$ cat src/rtl/dht_pkg.sv
`timescale 1ns / 1ps

package dht_pkg;

   // Fixed field widths of the request and result items
   localparam int HASH_BITS    = 32;
   localparam int KEY_BITS     = 32;
   localparam int PAYLOAD_BITS = 32;
   localparam int COUNT_BITS   = 9;
   localparam int CFG_BITS     = 9;

   // Defaults
   localparam int                  TABLE_DEPTH_DEFAULT = 256;
   localparam logic [CFG_BITS-1:0] MAX_ENTRIES_RESET   = 9'd128;

   typedef enum logic [1:0] {
      MODE_INSERT = 2'd0,
      MODE_LOOKUP = 2'd1,
      MODE_ERASE  = 2'd2
   } mode_type;

   typedef enum logic [1:0] {
      ST_DONE      = 2'd0,
      ST_NOT_FOUND = 2'd1,
      ST_FULL      = 2'd2
   } status_type;

   typedef struct packed {
      logic [1:0]              mode;
      logic [KEY_BITS-1:0]     key;
      logic [HASH_BITS-1:0]    key_hash;
      logic [PAYLOAD_BITS-1:0] new_value;
   } req_type;

   typedef struct packed {
      logic [1:0]              status;
      logic [PAYLOAD_BITS-1:0] found_value;
      logic [COUNT_BITS-1:0]   stored_count;
   } rsp_type;

   // Commands from the controller to the datapath
   typedef struct packed {
      logic load;         // latch the request
      logic home_go;      // start the home slot computation
      logic probe_init;   // probe from home, distance 0, carry the request
      logic mem_read;     // read the slot at the probe index
      logic advance;      // step to the next slot, distance + 1
      logic ins_swap;     // store carried entry, carry the richer resident
      logic wr_carried;   // store carried entry into an empty slot
      logic wr_payload;   // overwrite the payload of the matched slot
      logic erase_init;   // open the hole at the matched slot
      logic erase_shift;  // move the next resident back into the hole
      logic erase_stop;   // free the hole
      logic clear_step;   // clear one slot after reset
   } cmd_type;

   // Status from the datapath to the controller
   typedef struct packed {
      logic home_done;
      logic rd_valid;
      logic match;
      logic disp_lt_d;
      logic disp_zero;
      logic last_probe;
      logic erase_last;
      logic clear_last;
      logic full;
   } stat_type;

endpackage

$ cat src/rtl/dht_ctrl.sv
`timescale 1ns / 1ps

module dht_ctrl (
   input  logic               clock,
   input  logic               reset,
   input  logic               start,
   input  logic [1:0]         req_mode,
   input  dht_pkg::stat_type  stat,
   output dht_pkg::cmd_type   cmd,
   output logic               busy,
   output logic               rsp_strobe,
   output logic [1:0]         rsp_status,
   output logic               rsp_found
);

   typedef enum logic [3:0] {
      S_CLEAR,
      S_IDLE,
      S_HOME_GO,
      S_HOME_WAIT,
      S_LOC_RD,
      S_LOC_CHK,
      S_INS_RD,
      S_INS_CHK,
      S_ERS_RD,
      S_ERS_CHK
   } state_type;

   state_type  state_ff, state_in;
   logic [1:0] mode_ff, mode_in;
   logic       strobe_ff, strobe_in;
   logic [1:0] status_ff, status_in;
   logic       found_ff, found_in;

   always_comb begin
      state_in  = state_ff;
      mode_in   = mode_ff;
      strobe_in = 1'b0;
      status_in = status_ff;
      found_in  = 1'b0;
      cmd       = '0;
      case (state_ff)
         // Sweep every slot to empty after reset
         S_CLEAR: begin
            cmd.clear_step = 1'b1;
            if (stat.clear_last) begin
               state_in = S_IDLE;
            end
         end
         S_IDLE: begin
            if (start) begin
               cmd.load = 1'b1;
               mode_in  = req_mode;
               case (req_mode)
                  dht_pkg::MODE_INSERT, dht_pkg::MODE_LOOKUP, dht_pkg::MODE_ERASE: begin
                     state_in = S_HOME_GO;
                  end
                  default: begin
                     strobe_in = 1'b1;
                     status_in = dht_pkg::ST_NOT_FOUND;
                  end
               endcase
            end
         end
         S_HOME_GO: begin
            cmd.home_go = 1'b1;
            state_in    = S_HOME_WAIT;
         end
         S_HOME_WAIT: begin
            if (stat.home_done) begin
               cmd.probe_init = 1'b1;
               state_in       = S_LOC_RD;
            end
         end
         S_LOC_RD: begin
            cmd.mem_read = 1'b1;
            state_in     = S_LOC_CHK;
         end
         // Search: stop at a match, an empty slot, a richer resident or the last probe
         S_LOC_CHK: begin
            if (stat.rd_valid && !stat.disp_lt_d && stat.match) begin
               case (mode_ff)
                  dht_pkg::MODE_INSERT: begin
                     cmd.wr_payload = 1'b1;
                     strobe_in      = 1'b1;
                     status_in      = dht_pkg::ST_DONE;
                     state_in       = S_IDLE;
                  end
                  dht_pkg::MODE_LOOKUP: begin
                     strobe_in = 1'b1;
                     found_in  = 1'b1;
                     status_in = dht_pkg::ST_DONE;
                     state_in  = S_IDLE;
                  end
                  dht_pkg::MODE_ERASE: begin
                     cmd.erase_init = 1'b1;
                     state_in       = S_ERS_RD;
                  end
                  default: begin
                     strobe_in = 1'b1;
                     status_in = dht_pkg::ST_NOT_FOUND;
                     state_in  = S_IDLE;
                  end
               endcase
            end else if (!stat.rd_valid || stat.disp_lt_d || stat.last_probe) begin
               if ((mode_ff == dht_pkg::MODE_INSERT) && !stat.full) begin
                  cmd.probe_init = 1'b1;
                  state_in       = S_INS_RD;
               end else begin
                  strobe_in = 1'b1;
                  status_in = (mode_ff == dht_pkg::MODE_INSERT) ? dht_pkg::ST_FULL
                                                                : dht_pkg::ST_NOT_FOUND;
                  state_in  = S_IDLE;
               end
            end else begin
               cmd.advance = 1'b1;
               state_in    = S_LOC_RD;
            end
         end
         S_INS_RD: begin
            cmd.mem_read = 1'b1;
            state_in     = S_INS_CHK;
         end
         // Insert walk: swap with richer residents until an empty slot
         S_INS_CHK: begin
            if (!stat.rd_valid) begin
               cmd.wr_carried = 1'b1;
               strobe_in      = 1'b1;
               status_in      = dht_pkg::ST_DONE;
               state_in       = S_IDLE;
            end else if (stat.disp_lt_d) begin
               cmd.ins_swap = 1'b1;
               state_in     = S_INS_RD;
            end else begin
               cmd.advance = 1'b1;
               state_in    = S_INS_RD;
            end
         end
         S_ERS_RD: begin
            cmd.mem_read = 1'b1;
            state_in     = S_ERS_CHK;
         end
         // Backward shift until an empty slot, a resident at home or the last shift
         S_ERS_CHK: begin
            if (!stat.rd_valid || stat.disp_zero || stat.erase_last) begin
               cmd.erase_stop = 1'b1;
               strobe_in      = 1'b1;
               status_in      = dht_pkg::ST_DONE;
               state_in       = S_IDLE;
            end else begin
               cmd.erase_shift = 1'b1;
               state_in        = S_ERS_RD;
            end
         end
         default: begin
            state_in = S_IDLE;
         end
      endcase
   end

   always_ff @(posedge clock) begin
      if (reset) begin
         state_ff  <= S_CLEAR;
         mode_ff   <= dht_pkg::MODE_LOOKUP;
         strobe_ff <= 1'b0;
         status_ff <= dht_pkg::ST_DONE;
         found_ff  <= 1'b0;
      end else begin
         state_ff  <= state_in;
         mode_ff   <= mode_in;
         strobe_ff <= strobe_in;
         status_ff <= status_in;
         found_ff  <= found_in;
      end
   end

   assign busy       = state_ff != S_IDLE;
   assign rsp_strobe = strobe_ff;
   assign rsp_status = status_ff;
   assign rsp_found  = found_ff;

endmodule

$ cat config.mk
export PLATFORM = sky130hd
export DESIGN_NAME = dht_ctrl
export DESIGN_NICKNAME = d
export VERILOG_FILES = /design/src/rtl/dht_pkg.sv /design/src/rtl/dht_ctrl.sv
export SDC_FILE = /design/constraint.sdc
export NUM_CORES = 1
export LEC_CHECK = 0
export BUFFER_PORTS_ARGS = -buffer_cell sky130_fd_sc_hd__buf_2
export CORE_MARGIN = 1.5
export CORE_UTILIZATION = 52
export CTS_BUF_LIST = sky130_fd_sc_hd__clkbuf_8
export CTS_CLUSTER_SIZE = 24
export DETAILED_ROUTE_END_ITERATION = 8
export PLACE_DENSITY = 0.86
export SYNTH_ARGS = -nofsm -noshare
export SYNTH_HDL_FRONTEND = slang
export SYNTH_SLANG_ARGS = --single-unit
export TNS_END_PERCENT = 100
$ cat constraint.sdc
create_clock -name clock -period 2.8 [get_ports clock]
set_clock_uncertainty 0.15 [all_clocks]
set_input_delay 0.42 -clock clock [delete_from_list [all_inputs] [get_ports clock]]
set_output_delay 0.42 -clock clock [all_outputs]
set_load 0.01 [all_outputs]
==> results of run 1 <==
==> kinds of logic after synthesis <==
| logic type | count (synthesis) | synth area share [%] |
|---|---|---|
| DFF | 10 | 26.67 |
| AOI/OAI and AO/OA | 25 | 22.33 |
| buffers and inverters | 10 | 4.999 |
| and+or+nand+nor | 58 | 44.67 |
| muxes | 1 | 1.333 |
==> routing by layer <==
layer	global-route usage, %	share of wire (%)
met3	3.804	8.0
met4	21.67	2.9
met5	0	0
met2	46.48	46
met1	37.13	43
==> power groups by stage <==
stage	sequential (mW)	clock [mW]	combinational, mW
6_report	0.156	0.150	0.0573
2_1_floorplan	0.153	0	0.0377
3_5_place_dp	0.158	0	0.0559
3_3_place_gp	0.157	0	0.0550
5_1_grt	0.156	0.158	0.0629
4_1_cts	0.155	0.152	0.0569
==> state kept, by name, summed over array words and instances, names as in the netlist <==
name        flops
state_ff        4
rsp_found       1
rsp_status      2
rsp_strobe      1
mode_ff         2
==> worst min path at each step <==
stage               depth (start not counted)           from  slack (ns)       endpoint
CTS                                         3    req_mode[0]        0.27     mode_ff[0]
detailed placement                          2  rsp_status[1]        0.32  rsp_status[1]
finish                                      3    req_mode[0]        0.27     mode_ff[0]
floorplan                                   2     mode_ff[0]        0.34     mode_ff[0]
global placement                            2  rsp_status[1]        0.31  rsp_status[1]
global route                                3    req_mode[0]        0.28     mode_ff[0]
==> synth_stat cells, drive strengths merged, types with 3 or more instances <==
library cell  count
nand2            13
dfxtp            10
a21oi             9
nor2              9
nor3              6
inv               5
nor4              5
clkbuf            4
nand3             4
o21ai             4
nand2b            3
nor2b             3
==> stage by stage <==
stage          instances  hold slack (ns)  util, %  power, mW  area [sq um]
6_report             147           0.2733    71.51     0.3627         942.2
5_1_grt              147           0.2849    71.51     0.3776         942.2
4_1_cts              147           0.2722    71.51     0.3645         942.2
3_5_place_dp         144           0.3184    68.38     0.2136         900.9
3_3_place_gp         144           0.3080    68.38     0.2118         900.9
2_1_floorplan        104           0.3434        -     0.1904         750.7
==> final cells by class <==
| cell class | count | area, sq um | share of cell area (%) |
|---|---|---|---|
| repair buffers | 30 | 150.1 | 15.94 |
| multi-input cells | 84 | 513.0 | 54.45 |
| inverters | 5 | 18.77 | 1.992 |
| clock buffers | 3 | 41.29 | 4.382 |
| well taps | 15 | 18.77 | 1.992 |
| flip-flops and latches | 10 | 200.2 | 21.25 |
==> tightest hold or removal path: cells and delay by family <==
family	cells	cell delay (ns)
AND/OR/NAND/NOR	2	0.11
buffers and inverters	1	0.08
==> results.md, run 1 <==
- Reg power frac: a little over two fifths
- Final #Nets: between 100 and 150
- TritonCTS clock tree: done
- Syn_nets: roughly 120
- PwrDens: ~380 nW/um^2
- Setup_tns: 0 ns
- Cell variety after synth: slightly above 40
- Worst Path Max Fanout: 14
- Clock sink count: 10
- Total CTS buffers: 3
- Critical path depth: 5
- Crit path DAT: 1.94 ns
- Synth top area cells: dfxtp_1 (27%), nand2_1 (6.5%), a21oi_1 (5.3%)
- DRT antenna net count: 0
- # hold bufs at CTS: 0
- R2r worst-path depth: 5
- Reg-to-Reg End: state_ff[0]
- FF-to-FF Start: state_ff[3]
- Die width: 41.00 um
- Internal: between 200 and 300 uW
- Clock root buffer: clkbuf_8
- Most frequent cells in the layout: buf_2 (30), nand2_1 (13), dfxtp_1 (10), nor2_1 (9), a21oi_1 (8)
- WS Path Type: reg -> out
- Post-DP HPWL: between 1 and 1.5 mm
- Register bit total from synthesis: 10
- EDFF count, synth: 0
- Gr usage total: around 30%
- First-pass GRT wire length: roughly 3.2 mm
- Initial antenna violation count: 0
- Slowest stage delay, CP: about 0.60 ns
- Ratio of cells with drive above 1 in the final layout: roughly a third
- Sequence of cells on the critical path: and2b_1 > nand2_1 > nor4_1 > a31o_1 > buf_2
- Via count: 914
- Setup ws final: 0.2856 ns
- Mean Syn Cell Area: slightly above 7 sq um
- Area Overhead vs Synth: 25.50%
- Final Hold Viols: 0
- N_diodes: 0
- Hold crit path type: in -> reg
- Top cell type's share of synthesized area: roughly a quarter
- Residual DRC count: 0
- IO Count: 31
- Combinational Power Share: 15.8%
- Peak supply drop: between 0.15 and 0.2 mV
- Cells after Synth: roughly 100
- Port Buffer Count: 30
- Min Tclk post-route: ~2.5 ns
- Predominant post-synthesis flop cell: dfxtp_1
- Post-synthesis sequential area ratio: a little over a quarter
- Post-cts resize count: 0
- Clock power share: between 40% and 50%
- Filler cell count: about 110
- Largest net degree at the start of global routing: 18
- Fmax achieved: between 300 and 400 MHz
- Clock Path Buffers: 2
- Vias per cell: about 6.2
- CP bufs+invs: 1
- Critical Path Sink Type: primary output
- GP Congestion: about 0.90
- # Post-CTS Setup Buffers: 0
- Status: completed
- Commonest non-fill, non-tap cell in the layout: buf_2
- Reg2Reg Setup Slack: around 0.86 ns
- Worst slew margin: between 60% and 70%
- Pins Over Slew Limit: 0
- H-tree levels: 1
- Vias in the first global route: 754
- Startpoint types: flip-flop
- Synthesized cell area: approximately 750 sq um
- Row count: 13
- Switch Pwr: 96.35 uW
- Clk slew on worst S/H paths: around 0.05 ns
- Initial Util: around 57%
- Asr flop ratio synth: 0%
- RSZ-0062 raised after global routing: false
- Worst slew pin tran: about 0.55 ns
- Yosys warns: 0
- Drt initial violations: 38
- Die Ht: a little over 40 um
- Static Leak: about 0.43 nW
- DR WL/cell: 14.33 um
- Cell family with most CP delay: simple AND/OR/NAND/NOR gates
- Setup slack after placement: 0.5977 ns
- Core box area: about 1300 sq um
- Skew-Pair Late Insertion Delay: ~0.23 ns
- Cell taking the most area after synthesis: dfxtp_1
- 1st-pass router iterations: 4
- Sw frac: 26.57%
- Drt total wl: approximately 2.1 mm
- Crit-path slowest cell: dfxtp_1
- Die area: ~1700 sq um
- Crit path from: state_ff[0]
- Endpoints failing setup: 0
- Critical Path End: cmd[9]
- Worst path required time: roughly 2.2 ns
- Period utilization: 89.80%
- Max_cap viols: 0
- Gr ovfl total: 0
(Power assumes the default switching activity.)
==> inputs of run 2 (changes only) <==
--- a/config.mk
+++ b/config.mk
@@ -12,6 +12,7 @@
 export CTS_CLUSTER_SIZE = 24
 export DETAILED_ROUTE_END_ITERATION = 8
 export PLACE_DENSITY = 0.86
+export SETUP_SLACK_MARGIN = 0.5
 export SYNTH_ARGS = -nofsm -noshare
 export SYNTH_HDL_FRONTEND = slang
 export SYNTH_SLANG_ARGS = --single-unit
==> run 2 against run 1 <==
Against the previous run:
- setup slack better by 0.26 ns
- wire length up 0.90%
- sequential power about the same
- clock power about the same
- global-route usage up 0.90 points
- sequential share of layout area down 0.18 points
- utilization up 1.0 points
- largest cell class unchanged
- die area unchanged
- fmax up 11%
- sequential cell count unchanged
- critical path type unchanged
- critical path depth unchanged
- non-clock buffer count unchanged
==> results.md, run 2 (synthesis results as in run 1) <==
- Status: completed
- Vias in the first global route: 759
- Max reg flops: 4
- Post-cts resize count: 2
- Filler cell count: 111
- First-pass GRT wire length: roughly 3.3 mm
- Gr usage total: about 31%
- Max_cap viols: 0
- N_diodes: 0
- Gr ovfl total: 0
- RSZ-0062 raised after global routing: true
- H-tree levels: 1
- Total CTS buffers: 3
- Endpoints failing setup: 0
- Initial Util: about 57%
- IO Count: 31
- Worst path required time: between 2 and 2.5 ns
- Die Ht: ~41 um
- Core box area: around 1300 sq um
- Clock sink count: 10
- Initial antenna violation count: 0
- Clock Path Buffers: 2
- 1st-pass router iterations: 4
- Die width: ~40 um
- Worst slew pin tran: between 0.5 and 0.6 ns
- Largest net degree at the start of global routing: 18
- TritonCTS clock tree: done
- Pins Over Slew Limit: 0
- Commonest non-fill, non-tap cell in the layout: buf_2
- Most frequent cells in the layout: buf_2 (30), nand2_1 (13), nor2_1 (9), dfxtp_1 (9), a21oi_1 (8)
- Worst Path Max Fanout: 14
- Vias per cell: 6.279
- Die area: 1681 sq um
- Skew-Pair Late Insertion Delay: 0.23 ns
- Startpoint types: flip-flop
- Setup_tns: 0 ns
- WS Path Type: reg -> out
- Setup slack after placement: ~0.60 ns
- Drt initial violations: 48
- DR WL/cell: ~14 um
- Total power: between 300 and 400 uW
- Via count: a little over 900
- Critical Path Sink Type: primary output
- Final Hold Viols: 0
- DRT antenna net count: 0
- Ratio of cells with drive above 1 in the final layout: 35.61%
- # hold bufs at CTS: 0
- Drt total wl: about 2.1 mm
- GP Congestion: approximately 0.9
- Port Buffer Count: 30
- Period utilization: about four fifths
- Largest Register: state_ff
- Worst slew margin: between 60% and 70%
- Min Tclk post-route: 2.257 ns
- Hold crit path type: in -> reg
- Setup ws final: between 0.5 and 0.6 ns
- # Post-CTS Setup Buffers: 0
- Clk slew on worst S/H paths: about 0.050 ns
- Row count: 13
- Area Overhead vs Synth: 27.33%
- Post-DP HPWL: roughly 1.5 mm
- Peak supply drop: 0.1931 mV
- Residual DRC count: 0
- Static Leak: 0.4338 nW
- Fmax achieved: 443.1 MHz
- PwrDens: between 300 and 400 nW/um^2
- Final #Nets: 148
- Clock root buffer: clkbuf_8
- Crit path DAT: roughly 1.7 ns
## run 2: power breakdown
group	internal, mW	leakage, nW	switching [mW]	total, mW
clock	0.0940	0.0216	0.0536	0.148
sequential	0.147	0.0814	0.00933	0.156
combinational	0.0261	0.331	0.0320	0.0581
total	0.267	0.434	0.0949	0.362
## run 2: per-layer routing
| metal | vias to the layer above | wire [um] | GRT usage (%) |
|---|---|---|---|
| li1 | 443 | - | - |
| met1 | 414 | 916 | 40.39 |
| met2 | 60 | 974 | 45.70 |
| met3 | 6 | 184 | 3.804 |
| met4 | 0 | 50 | 21.67 |
| met5 | - | 0 | 0 |
## run 2: final timing paths
kind                  from  cells after the start  slack, ns       endpoint
max            state_ff[3]                      5       0.54         cmd[9]
min            req_mode[0]                      3       0.28     mode_ff[0]
max reg2reg    state_ff[2]                      5       0.83    state_ff[0]
min reg2reg  rsp_status[1]                      2       0.32  rsp_status[1]
## run 2: critical path: stages (launching register included)
cell     delay (ns)
dfxtp_1        0.43
and2b_2        0.34
nand2_1        0.09
nor4_2         0.32
a31o_1         0.15
buf_2          0.12
## run 2: final cells by class
cell class              count  area, sq um  share of cell area [%]
inverters                   5        18.77                   1.963
well taps                  15        18.77                   1.963
repair buffers             30        150.1                   15.71
flip-flops and latches     10        201.4                   21.07
clock buffers               3        41.29                   4.319
multi-input cells          84        525.5                   54.97
## run 2: stage by stage
| step | instance area, sq um | hold slack, ns | utilization, % | cells |
|---|---|---|---|---|
| 6_report | 955.9 | 0.2763 | 72.55 | 147 |
| 5_1_grt | 955.9 | 0.2852 | 72.55 | 147 |
| 4_1_cts | 949.7 | 0.2722 | 72.08 | 147 |
| 3_5_place_dp | 900.9 | 0.3184 | 68.38 | 144 |
| 3_3_place_gp | 900.9 | 0.3080 | 68.38 | 144 |
| 2_1_floorplan | 750.7 | 0.3434 | - | 104 |
